File: src/rtl/core/rcls_pkg.sv
`default_nettype none

package rcls_pkg;

    localparam int W_EDGE   = 14;
    localparam int W_TIME   = 24;
    localparam int W_BUDGET = 20;
    localparam int W_COST   = 48;
    localparam int W_LEVEL  = 3;
    localparam int W_PIX    = 28;
    localparam int W_NUM    = 53;
    localparam int W_SAMPLE = 50;
    localparam int W_WGT    = 29;
    localparam int W_DIG    = 4;
    localparam int N_DIG    = 8;
    localparam int W_LIM    = 48;
    localparam int W_TK     = 34;
    localparam int W_LIMHI  = 32;
    localparam int W_IDX    = 2;
    localparam int W_CFG    = 20;
    localparam int W_IN     = 56;
    localparam int W_OUT    = 56;

    typedef logic [W_IDX-1:0] t_cfg_idx;

    localparam t_cfg_idx REG_BUDGET = 2'd0;
    localparam t_cfg_idx REG_EDGE   = 2'd1;

    localparam logic [W_BUDGET-1:0] BUDGET_RST = 20'd16000;
    localparam logic [W_BUDGET-1:0] BUDGET_MIN = 20'd1000;
    localparam logic [W_EDGE-1:0]   EDGE_RST   = 14'd1600;
    localparam logic [W_COST-1:0]   COST_MAX   = {W_COST{1'b1}};
    localparam logic [9:0]          NS_PER_US  = 10'd1000;
    localparam logic [11:0]         LIM_SCALE  = 12'd3000;
    localparam logic [W_PIX-1:0]    BLEND_DIV  = 28'd10;

endpackage

`default_nettype wire

File: src/rtl/core/rcls_serdiv.sv
`default_nettype none

module rcls_serdiv (
    input  wire logic                        i_clk,
    input  wire logic                        i_rst_n,
    input  wire logic                        i_start,
    input  wire logic [rcls_pkg::W_NUM-1:0]  i_num,
    input  wire logic [rcls_pkg::W_PIX-1:0]  i_den,
    output logic                             o_done,
    output logic [rcls_pkg::W_NUM-1:0]       o_quot
);
    import rcls_pkg::*;

    localparam int W_CNT = $clog2(W_NUM + 1);

    logic [W_PIX-1:0] r_rem;
    logic [W_PIX-1:0] r_den;
    logic [W_NUM-1:0] r_q;
    logic [W_CNT-1:0] r_cnt;
    logic             r_busy;
    logic             r_done;

    logic [W_PIX:0]   trial;
    logic [W_PIX:0]   diff;
    logic             ge;

    // one quotient bit per cycle, numerator shifted out of the quotient register
    assign trial = {r_rem, r_q[W_NUM-1]};
    assign ge    = trial >= {1'b0, r_den};
    assign diff  = trial - {1'b0, r_den};

    always_ff @(posedge i_clk) begin
        if (!i_rst_n) begin
            r_busy <= 1'b0;
            r_done <= 1'b0;
        end else begin
            r_done <= 1'b0;
            if (i_start) begin
                r_rem  <= '0;
                r_den  <= i_den;
                r_q    <= i_num;
                r_cnt  <= W_CNT'(W_NUM);
                r_busy <= 1'b1;
            end else if (r_busy) begin
                r_rem <= ge ? diff[W_PIX-1:0] : trial[W_PIX-1:0];
                r_q   <= {r_q[W_NUM-2:0], ge};
                r_cnt <= r_cnt - 1'b1;
                if (r_cnt == W_CNT'(1)) begin
                    r_busy <= 1'b0;
                    r_done <= 1'b1;
                end
            end
        end
    end

    assign o_done = r_done;
    assign o_quot = r_q;

endmodule

`default_nettype wire

File: src/rtl/core/rcls_fit_chk.sv
`default_nettype none

module rcls_fit_chk (
    input  wire logic                        i_clk,
    input  wire logic                        i_rst_n,
    input  wire logic                        i_start,
    input  wire logic [rcls_pkg::W_COST-1:0] i_avg,
    input  wire logic [rcls_pkg::W_LIM-1:0]  i_lim,
    input  wire logic [rcls_pkg::W_WGT-1:0]  i_wgt,
    output logic                             o_done,
    output logic                             o_fit
);
    import rcls_pkg::*;

    localparam int W_SH   = W_DIG * N_DIG;
    localparam int W_CNT  = $clog2(N_DIG + 1);
    localparam int W_ACC  = W_COST + W_DIG + 1;
    localparam int W_PART = W_COST + W_DIG;

    logic [W_LIM-1:0]         r_acc;
    logic [W_SH-1:0]          r_wsh;
    logic [W_CNT-1:0]         r_cnt;
    logic                     r_busy;
    logic                     r_over;
    logic                     r_done;

    logic [W_COST+W_DIG-1:0]  part;
    logic [W_ACC-1:0]         sum;

    // avg * weight, one 4-bit digit of the weight per cycle, msb first;
    // the running sum only grows, so once past the limit it stays past
    assign part = W_PART'(i_avg) * W_PART'(r_wsh[W_SH-1 -: W_DIG]);
    assign sum  = W_ACC'({r_acc, {W_DIG{1'b0}}}) + W_ACC'(part);

    always_ff @(posedge i_clk) begin
        if (!i_rst_n) begin
            r_busy <= 1'b0;
            r_done <= 1'b0;
        end else begin
            r_done <= 1'b0;
            if (i_start) begin
                r_acc  <= '0;
                r_wsh  <= W_SH'(i_wgt);
                r_cnt  <= W_CNT'(N_DIG);
                r_over <= 1'b0;
                r_busy <= 1'b1;
            end else if (r_busy) begin
                r_wsh <= {r_wsh[W_SH-W_DIG-1:0], {W_DIG{1'b0}}};
                if (!r_over) begin
                    if (sum > W_ACC'(i_lim)) begin
                        r_over <= 1'b1;
                    end else begin
                        r_acc <= sum[W_LIM-1:0];
                    end
                end
                r_cnt <= r_cnt - 1'b1;
                if (r_cnt == W_CNT'(1)) begin
                    r_busy <= 1'b0;
                    r_done <= 1'b1;
                end
            end
        end
    end

    assign o_done = r_done;
    assign o_fit  = !r_over;

endmodule

`default_nettype wire

File: src/rtl/core/render_cost_level_selector.sv
`default_nettype none

// Learns the rendering cost in ns per pixel (unsigned Q32.16) from each finished-frame
// report and answers every report with one item: whether the report updated the
// estimate, the estimate itself and the finest preview level predicted to fit the
// budget, or the coarsest level if none fits. Re-decoded frames and reports with a
// zero dimension or zero time leave the estimate alone. An accepted report runs a
// bit-serial divide for the sample and, once there is a nonzero estimate, another
// bit-serial divide by ten for the 0.7/0.3 blend. The level walk tries one level at
// a time (a square, then an 8-digit serial multiply against the budget), finest
// first, up to NUM_LEVELS levels. A new report is taken while the previous result
// still waits on the output.
module render_cost_level_selector #(
    parameter int NUM_LEVELS = 4
) (
    input  wire logic                          i_clk,
    input  wire logic                          i_rst_n,
    // frame_width, frame_height, frame_time_us, zero pad
    input  wire logic [rcls_pkg::W_IN-1:0]     s_axis_tdata,
    // rehydrated
    input  wire logic                          s_axis_tuser,
    input  wire logic                          s_axis_tvalid,
    output logic                               s_axis_tready,
    // cost_estimate, chosen_level, zero pad
    output logic [rcls_pkg::W_OUT-1:0]         m_axis_tdata,
    // sample_taken
    output logic                               m_axis_tuser,
    output logic                               m_axis_tvalid,
    input  wire logic                          m_axis_tready,
    input  wire logic                          i_cfg_we,
    input  wire rcls_pkg::t_cfg_idx            i_cfg_idx,
    input  wire logic [rcls_pkg::W_CFG-1:0]    i_cfg_data
);
    import rcls_pkg::*;

    typedef enum logic [3:0] {
        S_IDLE, S_MUL, S_SDIV_GO, S_SDIV, S_BDIV_GO, S_BDIV,
        S_UPD, S_LSQ, S_LGO, S_LWAIT, S_OUT
    } t_state;

    localparam logic [W_LEVEL-1:0] LAST_LEVEL = W_LEVEL'(NUM_LEVELS - 1);

    t_state              r_state;
    logic [W_BUDGET-1:0] r_budget;
    logic [W_EDGE-1:0]   r_edge;
    logic [W_COST-1:0]   r_avg;

    logic [W_EDGE-1:0]   r_fw;
    logic [W_EDGE-1:0]   r_fh;
    logic [W_TIME-1:0]   r_ft;
    logic                r_ok;
    logic [W_PIX-1:0]    r_pix;
    logic [W_TK-1:0]     r_tk;
    logic [W_NUM-1:0]    r_avg7;
    logic [W_NUM-1:0]    r_s3;
    logic [W_NUM-1:0]    r_next;
    logic [W_LIM-1:0]    r_lim;
    logic [W_WGT-1:0]    r_wgt;
    logic [W_LEVEL-1:0]  r_lvl;
    logic                r_taken;

    logic                r_o_valid;
    logic                r_o_taken;
    logic [W_COST-1:0]   r_o_cost;
    logic [W_LEVEL-1:0]  r_o_level;

    logic                in_acc;
    logic                div_start;
    logic [W_NUM-1:0]    div_num;
    logic [W_PIX-1:0]    div_den;
    logic                div_done;
    logic [W_NUM-1:0]    div_quot;
    logic                chk_start;
    logic                chk_done;
    logic                chk_fit;

    logic [W_BUDGET-1:0] budget_c;
    logic [W_LIMHI-1:0]  lim_hi;
    logic [W_EDGE-1:0]   edge0;
    logic [W_EDGE-1:0]   e_sh;
    logic [W_EDGE-1:0]   e_lvl;
    logic [2*W_EDGE-1:0] e_sq;
    logic [W_COST-1:0]   next_sat;

    assign in_acc = s_axis_tvalid && s_axis_tready;

    assign budget_c = (r_budget < BUDGET_MIN) ? BUDGET_MIN : r_budget;
    assign lim_hi   = W_LIMHI'(budget_c) * W_LIMHI'(LIM_SCALE);
    assign edge0    = (r_edge == '0) ? W_EDGE'(1) : r_edge;
    assign e_sh     = edge0 >> r_lvl;
    assign e_lvl    = (e_sh == '0) ? W_EDGE'(1) : e_sh;
    assign e_sq     = {{W_EDGE{1'b0}}, e_lvl} * {{W_EDGE{1'b0}}, e_lvl};
    assign next_sat = (|r_next[W_NUM-1:W_COST]) ? COST_MAX : r_next[W_COST-1:0];

    assign div_start = (r_state == S_SDIV_GO) || (r_state == S_BDIV_GO);
    assign div_num   = (r_state == S_BDIV_GO) ? (r_avg7 + r_s3)
                                              : W_NUM'({r_tk, 16'h0000});
    assign div_den   = (r_state == S_BDIV_GO) ? BLEND_DIV : r_pix;
    assign chk_start = (r_state == S_LGO);

    rcls_serdiv u_div (
        .i_clk   (i_clk),
        .i_rst_n (i_rst_n),
        .i_start (div_start),
        .i_num   (div_num),
        .i_den   (div_den),
        .o_done  (div_done),
        .o_quot  (div_quot)
    );

    rcls_fit_chk u_chk (
        .i_clk   (i_clk),
        .i_rst_n (i_rst_n),
        .i_start (chk_start),
        .i_avg   (r_avg),
        .i_lim   (r_lim),
        .i_wgt   (r_wgt),
        .o_done  (chk_done),
        .o_fit   (chk_fit)
    );

    always_ff @(posedge i_clk) begin
        if (!i_rst_n) begin
            r_state   <= S_IDLE;
            r_budget  <= BUDGET_RST;
            r_edge    <= EDGE_RST;
            r_avg     <= '0;
            r_o_valid <= 1'b0;
        end else begin
            if (i_cfg_we) begin
                case (i_cfg_idx)
                    REG_BUDGET: r_budget <= i_cfg_data;
                    REG_EDGE:   r_edge   <= i_cfg_data[W_EDGE-1:0];
                    default: ;
                endcase
            end

            // in the output state a taken slot is refilled at once
            if (m_axis_tvalid && m_axis_tready && (r_state != S_OUT)) begin
                r_o_valid <= 1'b0;
            end

            case (r_state)
                S_IDLE: begin
                    if (in_acc) begin
                        r_fw    <= s_axis_tdata[W_EDGE-1:0];
                        r_fh    <= s_axis_tdata[2*W_EDGE-1:W_EDGE];
                        r_ft    <= s_axis_tdata[2*W_EDGE+W_TIME-1:2*W_EDGE];
                        r_ok    <= !s_axis_tuser
                                   && (s_axis_tdata[W_EDGE-1:0] != '0)
                                   && (s_axis_tdata[2*W_EDGE-1:W_EDGE] != '0)
                                   && (s_axis_tdata[2*W_EDGE+W_TIME-1:2*W_EDGE] != '0);
                        r_state <= S_MUL;
                    end
                end
                S_MUL: begin
                    r_pix   <= W_PIX'(r_fw) * W_PIX'(r_fh);
                    r_tk    <= W_TK'(r_ft) * W_TK'(NS_PER_US);
                    r_avg7  <= W_NUM'({r_avg, 3'b000}) - W_NUM'(r_avg);
                    r_lim   <= {lim_hi, 16'h0000};
                    r_lvl   <= '0;
                    r_taken <= 1'b0;
                    r_state <= r_ok ? S_SDIV_GO : S_LSQ;
                end
                S_SDIV_GO: begin
                    r_state <= S_SDIV;
                end
                S_SDIV: begin
                    if (div_done) begin
                        if (r_avg == '0) begin
                            // no estimate yet: the sample stands as it is
                            r_next  <= div_quot;
                            r_state <= S_UPD;
                        end else begin
                            r_s3    <= W_NUM'({div_quot[W_SAMPLE-1:0], 1'b0})
                                       + W_NUM'(div_quot[W_SAMPLE-1:0]);
                            r_state <= S_BDIV_GO;
                        end
                    end
                end
                S_BDIV_GO: begin
                    r_state <= S_BDIV;
                end
                S_BDIV: begin
                    if (div_done) begin
                        r_next  <= div_quot;
                        r_state <= S_UPD;
                    end
                end
                S_UPD: begin
                    r_avg   <= next_sat;
                    r_taken <= 1'b1;
                    r_state <= S_LSQ;
                end
                S_LSQ: begin
                    if (r_avg == '0) begin
                        r_lvl   <= '0;
                        r_state <= S_OUT;
                    end else begin
                        r_wgt   <= {e_sq, 1'b0};
                        r_state <= S_LGO;
                    end
                end
                S_LGO: begin
                    r_state <= S_LWAIT;
                end
                S_LWAIT: begin
                    if (chk_done) begin
                        if (chk_fit || (r_lvl == LAST_LEVEL)) begin
                            r_state <= S_OUT;
                        end else begin
                            r_lvl   <= r_lvl + 1'b1;
                            r_state <= S_LSQ;
                        end
                    end
                end
                S_OUT: begin
                    // wait for the output register to free up
                    if (!r_o_valid || m_axis_tready) begin
                        r_o_valid <= 1'b1;
                        r_o_taken <= r_taken;
                        r_o_cost  <= r_avg;
                        r_o_level <= r_lvl;
                        r_state   <= S_IDLE;
                    end
                end
                default: begin
                    r_state <= S_IDLE;
                end
            endcase
        end
    end

    assign s_axis_tready = (r_state == S_IDLE);
    assign m_axis_tvalid = r_o_valid;
    assign m_axis_tuser  = r_o_taken;
    assign m_axis_tdata  = W_OUT'({r_o_level, r_o_cost});

    a_level_range: assert property (@(posedge i_clk) disable iff (!i_rst_n)
        m_axis_tvalid |-> (r_o_level <= LAST_LEVEL))
        else $error("chosen level beyond the coarsest level");

    a_no_cost_level0: assert property (@(posedge i_clk) disable iff (!i_rst_n)
        (m_axis_tvalid && (r_o_cost == '0)) |-> (r_o_level == '0))
        else $error("level other than 0 with no estimate");

    a_idle_holds: assert property (@(posedge i_clk) disable iff (!i_rst_n)
        ((r_state == S_IDLE) && !in_acc) |=> (r_state == S_IDLE))
        else $error("left idle without an accepted item");

    a_chk_in_walk: assert property (@(posedge i_clk) disable iff (!i_rst_n)
        chk_done |-> (r_state == S_LWAIT))
        else $error("fit check finished outside the level walk");

endmodule

`default_nettype wire
File: config.mk
export PLATFORM = sky130hd
export DESIGN_NAME = render_cost_level_selector
export DESIGN_NICKNAME = d
export VERILOG_FILES = /design/src/rtl/core/rcls_pkg.sv /design/src/rtl/core/rcls_serdiv.sv /design/src/rtl/core/rcls_fit_chk.sv /design/src/rtl/core/render_cost_level_selector.sv
export SDC_FILE = /design/constraint.sdc
export NUM_CORES = 2
export LEC_CHECK = 0
export BUFFER_PORTS_ARGS = -buffer_cell sky130_fd_sc_hd__buf_2
export CAP_MARGIN = 10
export CORE_MARGIN = 4
export CORE_UTILIZATION = 50
export DETAILED_ROUTE_END_ITERATION = 8
export HOLD_SLACK_MARGIN = 0.06
export PLACE_DENSITY = 0.66
export RECOVER_POWER = 100
export SYNTH_ARGS = -nofsm -noshare
export SYNTH_HDL_FRONTEND = slang
export SYNTH_SLANG_ARGS = --single-unit
File: constraint.sdc
create_clock -name i_clk -period 28.3 [get_ports i_clk]
set_input_delay 1.415 -clock i_clk [delete_from_list [all_inputs] [get_ports i_clk]]
set_output_delay 1.415 -clock i_clk [all_outputs]
set_load 0.005 [all_outputs]
### Yosys cells after proc, flatten, opt, wreduce, memory -nomap -nowiden

Cells that the tools add are included.
W data, S select, Z words.

| storage, ports and cells | value |
|---|---|
| register bits | 674 |
| bits of input ports | 84 |
| output and inout port bits | 59 |
| logic and storage cells | 172 |

| operators by class | value |
|---|---|
| $add $sub $neg | 8 |
| $mul | 5 |
| order comparisons | 3 |
| eq/ne operators | 25 |
| shifts and indexed selects | 1 |
| multiplexer cells | 49 |
| bitwise operators | 4 |
| reduce and logical (&&, ||, !) cells | 43 |

Operators with widths:

| kind | count |
|---|---|
| $mux W53 | 6 |
| $mux W48 | 4 |
| $pmux W53 S2 | 1 |
| $mul A14 B14 Y28 | 2 |
| $mux W28 | 2 |
| $add A52 B52 Y53 | 1 |
| $add A53 B53 Y53 | 1 |
| $gt A53 B48 Y1 | 1 |
| $add A51 B50 Y52 | 1 |
| $mul A48 B4 Y52 | 1 |
| $sub A51 B48 Y52 | 1 |
| $logic_not A48 Y1 | 1 |
| $pmux W4 S11 | 1 |
| $mux W32 | 1 |
| $mul A24 B7 Y31 const B | 1 |
| $ge A29 B28 Y1 | 1 |
| $mul A20 B9 Y29 const B | 1 |
| $mux W29 | 1 |
| $logic_not A14 Y1 | 2 |
| $mux W14 | 2 |
| $mux W4 | 7 |
| $reduce_bool A14 Y1 | 2 |
| $sub A28 B28 Y28 | 1 |
| $reduce_bool A24 Y1 | 1 |
| 36 further kinds | 95 |

### Logic depth before layout (Yosys ltp)

| logic depth | value |
|---|---|
| depth in word-level cells | 6 |
| gate-level depth with buffers | 33 |
| mapped depth without buffers | 31 |

### Hierarchy

From an unflattened synthesis, not the netlist that was laid out.

| second synthesis, totals | value |
|---|---|
| cell total of the unflattened synthesis | 6,098 |
| area, all modules | 62,135.8 µm² |

By module, submodules not included:

| module | instances | cells an instance | area an instance (µm²) | sequential area each (µm²) |
|---|---|---|---|---|
| render_cost_level_selector | 1 | 4,259 | 43,591.8 | 13,182.6 |
| rcls_fit_chk | 1 | 1,340 | 12,263.0 | 2,592.5 |
| rcls_serdiv | 1 | 499 | 6,281.0 | 3,493.4 |

### Worst setup path after synthesis

Ideal clock, no wire load.

| timing | value |
|---|---|
| path kind | register -> register |
| start point | register u_chk.r_wsh[29] |
| end point | register u_chk.r_acc[0] (enable) |
| setup time | 453 ps |
| data arrival time | 8,456 ps |
| required time | 27,847 ps |
| slack | 19,391 ps |
| stages on the path, launching flop included | 32 |
| path buffers | 2 |
| period minus slack after synthesis | 8,909 ps |
| cells stage by stage | edfxtp_1 > clkbuf_1 > clkbuf_1 > nand2_1 > fa_1 > fa_1 > inv_1 > ha_1 > ha_1 > fa_1 > a211oi_1 > o21a_1 > nor4_1 > o21ai_0 > a21boi_0 > o21ai_0 > a211oi_1 > o31ai_1 > a21oi_1 > xor2_1 > ha_1 > nand4_1 > nor2_1 > nand3_1 > nor4_1 > nand4_1 > nor4_1 > nand4_1 > a211oi_1 > nand4_1 > o31a_1 > nor2_1 |

| between the ends | value |
|---|---|
| word-level cells in the longest chain between the ends | 5 |

Ends and longest elaborated chain:

| what | RTL line | source |
|---|---|---|
| start: declaration | rcls_fit_chk.sv:21 | `logic [W_SH-1:0] r_wsh;` |
| start signal: assignment | rcls_fit_chk.sv:43 | `r_wsh <= W_SH'(i_wgt);` |
| start signal: assignment | rcls_fit_chk.sv:48 | `r_wsh <= {r_wsh[W_SH-W_DIG-1:0], {W_DIG{1'b0}}};` |
| $mul A48 B4 Y52 | rcls_fit_chk.sv:32 | `assign part = W_PART'(i_avg) * W_PART'(r_wsh[W_SH-1 -: W_DIG]);` |
| $add A52 B52 Y53 | rcls_fit_chk.sv:33 | `assign sum = W_ACC'({r_acc, {W_DIG{1'b0}}}) + W_ACC'(part);` |
| net u_chk.sum[33] | rcls_fit_chk.sv:28 | `logic [W_ACC-1:0] sum;` |
| $gt A53 B48 Y1 | rcls_fit_chk.sv:50 | `if (sum > W_ACC'(i_lim)) begin` |
| $ne A2 B2 Y1 (no line) | - |  |
| $reduce_and A4 Y1 (no line) | - |  |
| end signal: assignment | rcls_fit_chk.sv:53 | `r_acc <= sum[W_LIM-1:0];` |
| end: declaration | rcls_fit_chk.sv:20 | `logic [W_LIM-1:0] r_acc;` |

The timed path passes the listed nets, and every way through them passes these cells.
A chain may end at the register's enable or synchronous reset.

### Worst setup path in the final report

| timing | value |
|---|---|
| start point | register u_chk.r_wsh[29] |
| end point | register u_chk.r_acc[18] (enable) |

The elaborated chain is that of the path after synthesis.

==> impl_results.md <==
* Outcome: finished, violations left
* Failing checks: capacitance limit, slew limit
* Cell Count, Final, Fillers Out at around 7700
* Yosys warnings at 0
* Setup crit end: u_chk.r_acc[18]
* RD Place Congestion at 0.9186
* Ys flop type: edfxtp_1
* Initial antenna violation count at 1
* Worst path required time at between 20 and 30 ns
* Final critical-path share of the clock period at 0.4260
* Synthesized area at 60310 sq um
* Antenna Cells at 0
* Total Wirelength at 139700 um
* P&R area growth vs syn at 7.779%
* Max IR drop VDD at 0.2224 mV
* Flop-to-flop setup slack at around 16 ns
* Via count at 42913
* Setup TNS at 0 ns
* Initial Util at 0.5034
* Sink Count at 670
* Root buffer cell: clkbuf_16
* Power Dens Cells at between 100 and 150 nW/um^2
* Critical Path Max Stage Delay at 2.12 ns
* Critical path launch point: u_chk.r_wsh[29]
* Synth Register Bits at 670
* Leakage at 29.29 nW
* Synth Area per Inst at between 10 and 15 sq um
* PortBufs at 133
* TritonCTS clock tree: done
* Endpoints failing hold at 0
* RSZ-0062 raised after global routing: no
* # resized after CTS at 0
* Vias in the first global route at between 40000 and 50000
* CTS clock-pin slew for the worst setup and hold paths at 0.06 ns
* ANT nets after route at 0
* Crit-path max FO at 48
* Max-slew headroom at -1.257
* CTS H-tree lvls at 3
* GRT overflow at 0
* DRC at 0
* Crit-path slowest cell: clkbuf_1
* Hold-fix buffers at CTS at 0
* FP Rows at 127
* Share of Yosys cell area claimed by the top area cell type at 0.2883
* Fmax at between 80 and 90 MHz
* Reg-to-reg endpoint: u_chk.r_acc[18]
* Cell count after placement at 7515
* DR vias/cell at 5.600
* Pre-antenna DRT Iters at 5
* Crit path time final at 12.06 ns
* Critical path class: reg -> reg
* Yosys top cell by area: edfxtp_1
* Max Cap Violations at 22
* Worst-Skew Late Latency at 0.65 ns
* Netlist cell types at 93
* Synthesized instance count at 5900
* Cts bufs inserted at 79
* Most frequent cell after synthesis: inv_1
* Share of post-route cells with drive strength above 1 at 0.05090
* CTS Buffer Depth at 3
* Number of I/O pins at 143
* Min-Delay Path Class: reg -> reg
* Synth area leaders: edfxtp_1 (29%), fa_1 (19%), ha_1 (12%), inv_1 (4.5%), nand2_1 (4.1%)
* Most numerous cell on the critical path: nand4_1
* First-pass GRT wire length at 227700 um
* R2R cell count at 31
* Largest net degree at the start of global routing at 72
* Reg2reg start: u_chk.r_wsh[29]
* FFs w/ async S/R, synth at 0
* Drt wl/cell at 18.23 um
* Fin nets at 7239
* Layout Skew at slightly below 0.03 ns
* Final Max Slew Viols at 1048
* Die area at 126200 sq um
* Post-DP HPWL at approximately 110000 um
* Arr. time, crit path at 12.25 ns
* Worst slew pin tran at roughly 3.4 ns
* Post CTS Setup Buffer Count at 0
* Top cells by count, synth: inv_1 (717), nand2_1 (660), ha_1 (596), edfxtp_1 (579), fa_1 (574)
* Final setup viols at 0
* GRT Total Usage at 0.2230
* Core area at 119800 sq um
* Initial DRC count at 2778
* Die height at 355.3 um
* Sequential element share of the synthesized area at 0.3185
* EDFF count, synth at just under 600
* DIE WIDTH at about 360 um
* CP startpoint kind: flip-flop
* Setup crit end kind: flip-flop
[worst max-delay path, delay by kind of cell (launching register included)]
kind | cells | cell delay, ns
buffers and inverters | 3 | 3.83
AOI/OAI and AO/OA | 10 | 2.76
xor gates and xnor gates | 1 | 0.18
adders and majority gates | 6 | 2.38
and+or+nand+nor | 11 | 2.04
DFF | 1 | 0.32
[final cells by class]
type                       instances  area [sq um]
timing repair buffer             186         830.8
clock buffer                      96          2105
fill                           10652         54810
tap                             1612          2017
inverter                         722          2710
sequential                       670         19210
clock inverter                    51         470.5
multi-input combinational       4326         37660
[registers in the layout (all words and copies together) (netlist names), 4 cells and up]
signal,cells
u_chk.r_wsh,30
u_div.r_cnt,6
r_wgt,27
r_lim,29
r_pix,28
u_div.o_quot,53
u_div.r_rem,28
r_avg,48
u_chk.r_acc,48
r_state,4
r_edge,14
r_ft,24
r_tk,31
r_fw,14
r_avg7,52
r_s3,52
r_o_cost,48
r_next,53
r_fh,14
u_chk.r_cnt,4
r_budget,20
u_div.r_den,28
[through the flow]
stage,hold WS (ns),utilization,cell area (sq um),power [W],setup slack (ns)
final,0.4360,0.5426,65000,0.008844,16.24
after global routing,0.4638,0.5426,65000,0.009768,15.26
after CTS,0.4368,0.5453,65330,0.008938,19.24
after detailed placement,0.4227,0.5238,62760,0.007855,19.27
after global placement,0.4213,0.5238,62760,0.007741,19.28
after floorplan,0.4003,-,60330,0.006504,19.39
[kinds of logic (layout without fill, tap and decap cells)]
group           after synthesis  after routing  synth area share
fa+ha+maj                  1170           1170            0.3142
flops                       670            670            0.3185
xor+xnor                    302            302           0.04386
other cells                   1              5        0.00006218
compound gates             1116           1116            0.1232
mux                          61             61           0.01106
buf+inv                     908           1055           0.05711
simple gates               1672           1672            0.1321
[per-layer routing]
metal | routed length [um] | GRT usage
met2 | 66600 | 0.3727
met5 | 13 | 0
met3 | 7760 | 0.03531
met4 | 5726 | 0.08766
met1 | 59610 | 0.2920
[placed cells by master, fill, tap and decap left out, types with 48 or more instances in the layout]
master | netlist | routed
and2_0 | 0 | 67
nor2_1 | 296 | 293
nand3_1 | 80 | 79
dfxtp_1 | 91 | 91
o221a_2 | 48 | 48
ha_1 | 596 | 596
xnor2_1 | 208 | 208
nor2b_1 | 54 | 54
nand2_1 | 660 | 658
nor3_1 | 67 | 64
edfxtp_1 | 579 | 579
a21oi_1 | 316 | 318
buf_2 | 2 | 70
clkbuf_1 | 172 | 117
inv_1 | 717 | 717
a21o_1 | 180 | 180
xor2_1 | 94 | 94
o21ai_0 | 203 | 208
clkbuf_16 | 0 | 82
a211oi_1 | 50 | 50
nand4_1 | 49 | 49
fa_1 | 574 | 574
and2_1 | 262 | 195
[report_power, final]
group	switching, W	total (W)	internal [W]
Clock	0.000425	0.00102	0.000596
Combinational	0.00336	0.00594	0.00259
Sequential	0.000189	0.00188	0.00169
Total	0.00397	0.00884	0.00487
[how the worst min path moves through the flow]
stage                       startpoint  depth (start not counted)           end  slack [ns]
after floorplan                r_taken                          0  m_axis_tuser        0.40
after global placement    u_chk.r_busy                          2  u_chk.o_done        0.42
after detailed placement  u_chk.r_busy                          2  u_chk.o_done        0.42
after CTS                 u_chk.r_busy                          2  u_chk.o_done        0.44
after global routing      u_chk.r_busy                          2  u_chk.o_done        0.46
final                     u_chk.r_busy                          2  u_chk.o_done        0.44
(Power assumes the default switching activity.)
